===== config.mk =====
export PLATFORM = sky130hd
export DESIGN_NAME = button_press_classifier_unit
export DESIGN_NICKNAME = d
export VERILOG_FILES = /design/src/hdl/bpc_pkg.sv /design/src/hdl/bpc_cfg.sv /design/src/hdl/bpc_lane.sv /design/src/hdl/button_press_classifier_unit.sv
export SDC_FILE = /design/constraint.sdc
export NUM_CORES = 2
export LEC_CHECK = 0
export ABC_AREA = 1
export BUFFER_PORTS_ARGS = -buffer_cell sky130_fd_sc_hd__buf_2
export CAP_MARGIN = 20
export CORE_MARGIN = 3
export CORE_UTILIZATION = 24
export CTS_CLUSTER_DIAMETER = 30
export DETAILED_ROUTE_END_ITERATION = 10
export SLEW_MARGIN = 20
export SYNTH_ARGS = -nofsm -noshare
export SYNTH_HDL_FRONTEND = slang
export SYNTH_SLANG_ARGS = --single-unit

===== constraint.sdc =====
create_clock -name clk -period 4 [get_ports clk]
set_input_delay 0.4 -clock clk [delete_from_list [all_inputs] [get_ports clk]]
set_output_delay 0.4 -clock clk [all_outputs]
set_load 0.05 [all_outputs]

===== src/hdl/bpc_pkg.sv =====
// Package with the types, constants and register codes of the button press classifier.
package bpc_pkg;

  localparam int NUM_BUTTONS = 8;
  localparam int FIELD_W     = 8;
  localparam int LANES       = (NUM_BUTTONS < FIELD_W) ? NUM_BUTTONS : FIELD_W;
  localparam int TIME_W      = 32;
  localparam int CFG_IDX_W   = 2;
  localparam int CFG_DATA_W  = 32;

  localparam logic [TIME_W-1:0]  LONG_PRESS_RESET = TIME_W'(1000);
  localparam logic [FIELD_W-1:0] ACTIVE_LOW_RESET = '1;
  localparam logic [FIELD_W-1:0] IN_USE_RESET     = '0;

  typedef enum logic [CFG_IDX_W-1:0] {
    REG_LONG_PRESS_MS   = 2'd0,
    REG_ACTIVE_LOW_MASK = 2'd1,
    REG_IN_USE_MASK     = 2'd2,
    REG_GLOBAL_ENABLE   = 2'd3
  } reg_idx_t;

  typedef struct packed {
    logic [FIELD_W-1:0] raw_levels;
    logic [TIME_W-1:0]  now_ms;
  } poll_t;

  typedef struct packed {
    logic [FIELD_W-1:0] short_events;
    logic [FIELD_W-1:0] long_events;
    logic [FIELD_W-1:0] pressed_now;
  } result_t;

  typedef struct packed {
    logic [TIME_W-1:0]  long_press_ms;
    logic [FIELD_W-1:0] active_low_mask;
    logic [FIELD_W-1:0] in_use_mask;
    logic               global_enable;
  } cfg_t;

  typedef struct packed {
    logic short_ev;
    logic long_ev;
    logic pressed;
  } lane_out_t;

endpackage


===== src/hdl/bpc_cfg.sv =====
// Configuration registers and the lane clear mask raised when a button is registered.
module bpc_cfg
  import bpc_pkg::*;
(
  input  logic                  clk,
  input  logic                  rst,
  input  logic                  cfg_write,
  input  logic [CFG_IDX_W-1:0]  cfg_index,
  input  logic [CFG_DATA_W-1:0] cfg_data,
  output cfg_t                  cfg,
  output logic [LANES-1:0]      lane_clear
);

  reg_idx_t           idx;
  logic [FIELD_W-1:0] rising;

  assign idx    = reg_idx_t'(cfg_index);
  assign rising = cfg_data[FIELD_W-1:0] & ~cfg.in_use_mask;

  always_comb begin
    lane_clear = '0;
    if (cfg_write && idx == REG_IN_USE_MASK) begin
      lane_clear = rising[LANES-1:0];
    end
  end

  always_ff @(posedge clk) begin
    if (rst) begin
      cfg.long_press_ms   <= LONG_PRESS_RESET;
      cfg.active_low_mask <= ACTIVE_LOW_RESET;
      cfg.in_use_mask     <= IN_USE_RESET;
      cfg.global_enable   <= 1'b1;
    end else if (cfg_write) begin
      case (idx)
        REG_LONG_PRESS_MS:   cfg.long_press_ms   <= cfg_data[TIME_W-1:0];
        REG_ACTIVE_LOW_MASK: cfg.active_low_mask <= cfg_data[FIELD_W-1:0];
        REG_IN_USE_MASK:     cfg.in_use_mask     <= cfg_data[FIELD_W-1:0];
        REG_GLOBAL_ENABLE:   cfg.global_enable   <= cfg_data[0];
        default: begin
        end
      endcase
    end
  end

endmodule


===== src/hdl/bpc_lane.sv =====
// State and edge, short press and long press logic of one button.
module bpc_lane
  import bpc_pkg::*;
(
  input  logic              clk,
  input  logic              rst,
  input  logic              clear,
  input  logic              step,
  input  logic              raw,
  input  logic              active_low,
  input  logic [TIME_W-1:0] now_ms,
  input  logic [TIME_W-1:0] long_press_ms,
  output lane_out_t         res
);

  logic              held;
  logic [TIME_W-1:0] stamp;
  logic              long_fired;
  logic              shown;

  logic              level;
  logic              press_edge;
  logic              release_edge;
  logic [TIME_W-1:0] stamp_next;
  logic              fired_mid;
  logic [TIME_W-1:0] hold_time;
  logic              long_hit;

  assign level        = raw ^ active_low;
  assign press_edge   = level && !held;
  assign release_edge = !level && held;
  assign stamp_next   = press_edge ? now_ms : stamp;
  assign fired_mid    = press_edge ? 1'b0 : long_fired;
  assign hold_time    = now_ms - stamp_next;
  assign long_hit     = level && !fired_mid && (hold_time >= long_press_ms);

  always_comb begin
    res.short_ev = step && release_edge && !long_fired;
    res.long_ev  = step && long_hit;
    res.pressed  = step ? level : shown;
  end

  always_ff @(posedge clk) begin
    if (rst || clear) begin
      held       <= 1'b0;
      stamp      <= '0;
      long_fired <= 1'b0;
      shown      <= 1'b0;
    end else if (step) begin
      held       <= level;
      stamp      <= stamp_next;
      long_fired <= fired_mid || long_hit;
      shown      <= level;
    end
  end

endmodule


===== src/hdl/button_press_classifier_unit.sv =====
// Top level of the button press classifier: poll register, button lanes and result register.
//
// A poll item carries the raw pin levels of eight buttons and a millisecond time.
// It enters on the poll channel (poll_valid, poll_stall) and is held in an input
// register. Once the output register can take it, every button lane that is in use
// compares its logical level with its held level, if global enable is set, and the
// result item is written to the output register, which drives the result channel
// (result_valid, result_stall). Exactly one result item follows each poll item.
// One poll item is taken in every cycle while poll_stall is low.
// While the receiver stalls, the result stays unchanged and one more poll item
// can wait in the input register; only then does poll_stall rise.
// Configuration is written through cfg_write, cfg_index and cfg_data, which the
// user must do only while no item is in flight; the block does not enforce this.
// Registering a button clears its lane state. Synchronous reset empties both
// registers, clears all lane state and loads the configuration reset values.
module button_press_classifier_unit
  import bpc_pkg::*;
(
  input  logic                  clk,
  input  logic                  rst,
  input  logic                  poll_valid,
  output logic                  poll_stall,
  input  poll_t                 poll,
  output logic                  result_valid,
  input  logic                  result_stall,
  output result_t               result,
  input  logic                  cfg_write,
  input  logic [CFG_IDX_W-1:0]  cfg_index,
  input  logic [CFG_DATA_W-1:0] cfg_data
);

  cfg_t               cfg;
  logic [LANES-1:0]   lane_clear;
  poll_t              poll_q;
  logic               poll_q_valid;
  logic               advance;
  lane_out_t          lane_res [LANES];
  result_t            result_next;

  assign advance    = poll_q_valid && (!result_valid || !result_stall);
  assign poll_stall = poll_q_valid && result_valid && result_stall;

  bpc_cfg u_cfg (
    .clk        (clk),
    .rst        (rst),
    .cfg_write  (cfg_write),
    .cfg_index  (cfg_index),
    .cfg_data   (cfg_data),
    .cfg        (cfg),
    .lane_clear (lane_clear)
  );

  for (genvar i = 0; i < LANES; i++) begin : g_lane
    bpc_lane u_lane (
      .clk           (clk),
      .rst           (rst),
      .clear         (lane_clear[i]),
      .step          (advance && cfg.global_enable && cfg.in_use_mask[i]),
      .raw           (poll_q.raw_levels[i]),
      .active_low    (cfg.active_low_mask[i]),
      .now_ms        (poll_q.now_ms),
      .long_press_ms (cfg.long_press_ms),
      .res           (lane_res[i])
    );
  end

  always_comb begin
    result_next = '0;
    for (int i = 0; i < LANES; i++) begin
      result_next.short_events[i] = lane_res[i].short_ev;
      result_next.long_events[i]  = lane_res[i].long_ev;
      result_next.pressed_now[i]  = lane_res[i].pressed;
    end
  end

  always_ff @(posedge clk) begin
    if (rst) begin
      poll_q_valid <= 1'b0;
    end else if (poll_valid && !poll_stall) begin
      poll_q_valid <= 1'b1;
    end else if (advance) begin
      poll_q_valid <= 1'b0;
    end
  end

  always_ff @(posedge clk) begin
    if (poll_valid && !poll_stall) begin
      poll_q <= poll;
    end
  end

  always_ff @(posedge clk) begin
    if (rst) begin
      result_valid <= 1'b0;
    end else if (advance) begin
      result_valid <= 1'b1;
    end else if (!result_stall) begin
      result_valid <= 1'b0;
    end
  end

  always_ff @(posedge clk) begin
    if (advance) begin
      result <= result_next;
    end
  end

endmodule


==> impl_results.md <==
* Total power divided by cell area at roughly 430 nW/um2
* Area of the core at ~160,000 um2
* Share of layout cells above drive strength 1 at between 20 and 25%
* Via count at around 44,000
* Floorplan die width at between 400 and 500 um
* Post-route DRC at 0
* Top flip-flop cell by instance count after synthesis: dfxtp_1
* Maximum achievable frequency at between 200 and 250 MHz
* Effective utilization at floorplan at between 20% and 30%
* Run status: finished, violations left
* WL/cell at slightly below 20 um
* Initial detailed-routing violation count at about 4,000
* Sequential fraction of the synthesis area at around 22%
* Maximum number of pins on one net before global-route repair at between 50 and 60
* RSZ-0062 raised after global routing: yes
* R2r worst-path depth at 25
* Top cells by area, synth: dfxtp_1, nand2_1, ha_1, inv_1, a21oi_1
* Gp weighted congestion at 0.977
* Clock share of power at 41.3%
* Portion of synthesized cell area occupied by the leading cell type at between 10% and 20%
* Cell count of the worst hold path at 3
* Worst hold path class: input pin to register
* Final layout net count at approximately 7,400
* Final hold violation count at 0
* Ratio of routed vias to standard cells at 4.87
* Setup violation total in the final timing report at 3
* Die height at just over 400 um
* Violated checks: setup timing
* Setup crit end kind: register
* Quantity of I/O buffers inserted on ports at roughly 100
* Total Die Area at ~160,000 um2
* Number of synthesized flops with an enable pin at 64
* Antenna violations before repair at 13
* Post-synthesis async set-or-reset flop share at 0%
* Destination of the critical timing path: g_lane[0].u_lane.long_fired
* CTS Sinks at 395
* Filler Cells Inserted at ~17,000
* Syn Inst Count at 6,035
* Total global routing overflow at 0
* Gate power share at 40.4%
* Total I/O pin count at around 110
* Setup Crit Path Kind: register to register
* Clock input transition at the sequential cells of the worst setup and hold paths at ~0.05 ns
* Met3 layer usage reported by global route at 2.20%
* Warning count from the yosys run at 0
* Final Util at roughly a third
* Sequential fraction of design power at between 10% and 20%
* Synth Cell Area at ~38,000 um2
* Fraction of met2 tracks used by global routing at between 20% and 30%
* Count of cell types in the netlist at 52
* Clock latency at the later pin of the worst-skew pair at 0.69 ns
* CP Max Fanout at 8
* Launch instance of the worst register-to-register path: poll_q[17]
* Vias in the first global route at between 30,000 and 40,000
* Cell type contributing the most total cell area after synthesis: dfxtp_1
* Flop2flop setup slack at -0.1 ns
* Worst slew margin relative to its limit at approximately an eighth
* Category of the worst setup path launch point: register
* Switching Share at between 30% and 40%
* Crit path launch: poll_q[17]
* Dpl hpwl at approximately 130,000 um
* First-pass GRT wire length at 245,000 um
* Met1 Resource Use GR at between 20% and 30%
* Number of antenna-violating nets in the routed design at 0
* Total Routed Length at approximately 170,000 um
* Layer carrying the most global-route usage: met1
* First-pass DRT Iterations at 6
* Post-synthesis sequential element count at a little under 400
* Final setup slack of the worst path at -0.0976 ns
* Area overhead of the layout relative to synthesis at 39.3%
* Share of the clock period used by the worst path after layout at 102%
* Minimum hold slack at ~0.022 ns
* Max capacitance violation total at 0
* CP required at approximately 4.6 ns
* Internal at approximately 15 mW
* Clock root buffer: clkbuf_16
* Number of levels in the clock H-tree at 3
* Max Clock Skew at between 0.05 and 0.06 ns
* WP data arrival at approximately 4.7 ns
* Number of buffers added by the clock tree synthesis step at ~110
* Transition at the pin with the smallest max-transition slack at 1.31 ns
* Clock tree from TritonCTS: yes
* Peak supply drop at around 0.36 mV
* Average footprint of a synthesized cell at between 6 and 7 um2
* Final critical-path required period at about 4 ns
* Max Transition Viols Final at 0
* Post-Synthesis Net Count at between 6,000 and 7,000
* Reg-to-reg critical path endpoint: g_lane[0].u_lane.long_fired
* Switching power at roughly 8.4 mW
* Static power due to leakage at approximately 25 nW
* Global router's overall resource usage at ~20%
* Clock buffer depth at 3
* Count of standard-cell rows at approximately 150
metal layers:
metal	vias up	share of wire, %
met5	-	0
met4	0	4.7
met3	302	8.3
met2	1661	41
met1	20200	46
li1	21700	-
placed cells by master, fill, tap and decap left out, types with 25 or more instances in the layout:
| cell type | netlist | final |
|---|---|---|
| a211oi_1 | 210 | 190 |
| a21oi_1 | 483 | 362 |
| a21oi_2 | 5 | 124 |
| buf_12 | 0 | 44 |
| buf_2 | 65 | 104 |
| buf_4 | 13 | 622 |
| clkbuf_16 | 0 | 124 |
| dfxtp_1 | 331 | 331 |
| dlygate4sd3_1 | 0 | 62 |
| edfxtp_1 | 64 | 64 |
| ha_1 | 464 | 425 |
| ha_4 | 0 | 28 |
| inv_1 | 724 | 697 |
| inv_2 | 24 | 42 |
| nand2_1 | 1650 | 1545 |
| nand2_2 | 60 | 156 |
| nand3_1 | 234 | 221 |
| nand4_1 | 56 | 56 |
| nor2_1 | 625 | 541 |
| nor2_2 | 9 | 76 |
| nor2_4 | 18 | 35 |
| nor3_1 | 79 | 51 |
| nor3_2 | 0 | 25 |
| o21ai_0 | 470 | 301 |
| o21ai_1 | 35 | 155 |
| o21ai_2 | 16 | 62 |
| o21bai_1 | 29 | 27 |
| xor2_1 | 123 | 123 |
cells by family (layout without fill, tap and decap cells):
group / Yosys count / count (layout) / share of synthesized area, %
xor gates and xnor gates: 136 / 136 / 3.24
DFF: 395 / 395 / 22.2
other: 0 / 3 / 0
adders and majority gates: 464 / 464 / 15.1
AOI/OAI and AO/OA: 1325 / 1325 / 19.6
buffers and inverters: 929 / 1817 / 9.75
and+or+nand+nor: 2786 / 2786 / 30.1
flip-flops by register name, indices dropped and copies added (netlist names):
register	count
g_lane.u_lane.shown	8
result_valid	1
g_lane.u_lane.stamp	256
result	24
poll_q	40
u_cfg.cfg	49
g_lane.u_lane.held	8
poll_q_valid	1
g_lane.u_lane.long_fired	8
synth_stat cells, drive strengths merged (5+ instances only):
library cell     n
and3             6
a21o             9
dfxtp          331
nor3            80
a21oi          489
a31oi            5
o21a            18
a21boi          22
o211ai          15
nand3          250
inv            749
ha             464
xnor2            6
nand2         1712
nor4            19
a211oi         210
nand3b           5
nor2           652
buf            101
xor2           130
nand4           56
edfxtp          64
clkbuf          77
o21bai          30
o21ai          522
power by group through the flow:
stage	combinational [mW]	sequential (mW)	clock, mW
2_1_floorplan	4.93	4.30	0
3_5_place_dp	7.92	4.26	0
5_1_grt	10.2	4.19	9.79
6_report	9.27	4.19	9.48
4_1_cts	8.20	4.19	9.59
3_3_place_gp	7.81	4.25	0
worst max-delay path, cell delays in order, from the launching register on:
cell	delay, ns
edfxtp_1	0.44
inv_1	0.10
buf_12	0.17
buf_4	0.16
nand2_1	0.06
o21ai_0	0.08
ha_1	0.40
nand2_2	0.11
nor2_4	0.13
a21oi_2	0.07
buf_4	0.13
buf_4	0.12
buf_4	0.12
buf_4	0.12
buf_4	0.12
buf_4	0.12
nand3_1	0.07
nand2_1	0.09
ha_1	0.31
nand4_1	0.14
nor4_2	0.36
buf_4	0.18
nand3_1	0.08
nand3_2	0.12
nand2_1	0.07
a21oi_1	0.11
how the worst min path moves through the flow:
| stage | start | to |
|---|---|---|
| final | cfg_data[18] | u_cfg.cfg[35] |
| after global routing | cfg_data[16] | u_cfg.cfg[33] |
| after CTS | cfg_data[11] | u_cfg.cfg[28] |
| after detailed placement | g_lane[4].u_lane.stamp[0] | g_lane[4].u_lane.stamp[0] |
| after global placement | u_cfg.cfg[28] | u_cfg.cfg[28] |
| after floorplan | g_lane[7].u_lane.stamp[0] | g_lane[7].u_lane.stamp[0] |
metrics by stage:
stage	instances	TNS (ns)	setup slack (ns)	area [um2]	power (mW)
floorplan	6035	0	0.0188	38400	9.23
global placement	8602	-2.46	-0.366	45400	12.1
detailed placement	8602	-2.40	-0.333	45400	12.2
CTS	8896	0	0.000238	50600	22.0
global route	8997	-1.93	-0.275	53500	24.2
finish	8998	-0.207	-0.0976	53500	22.9
final cells by class:
class | instances | area [um2] | area share (%)
repair inverters | 2 | 17.5 | 0.0327
flip-flops and latches | 395 | 8550 | 16.0
multi-input cells | 4711 | 28300 | 52.8
repair buffers | 859 | 7190 | 13.4
well taps | 2072 | 2590 | 4.84
clock buffers | 139 | 3100 | 5.78
inverters | 751 | 2860 | 5.34
clock inverters | 66 | 941 | 1.76
diodes | 3 | 7.51 | 0.0140
timing repair:
action / in CTS / in global routing
pin swaps: 43 / 218
cloned: 1 / 15
endpoints found under the setup margin: 16 / 16
resized for setup: 132 / 636
setup buffers: 26 / 85
endpoints found under the hold margin: 63 / 0
hold buffers: 62 / 0
Note: power is estimated with default switching activity, not from simulation.
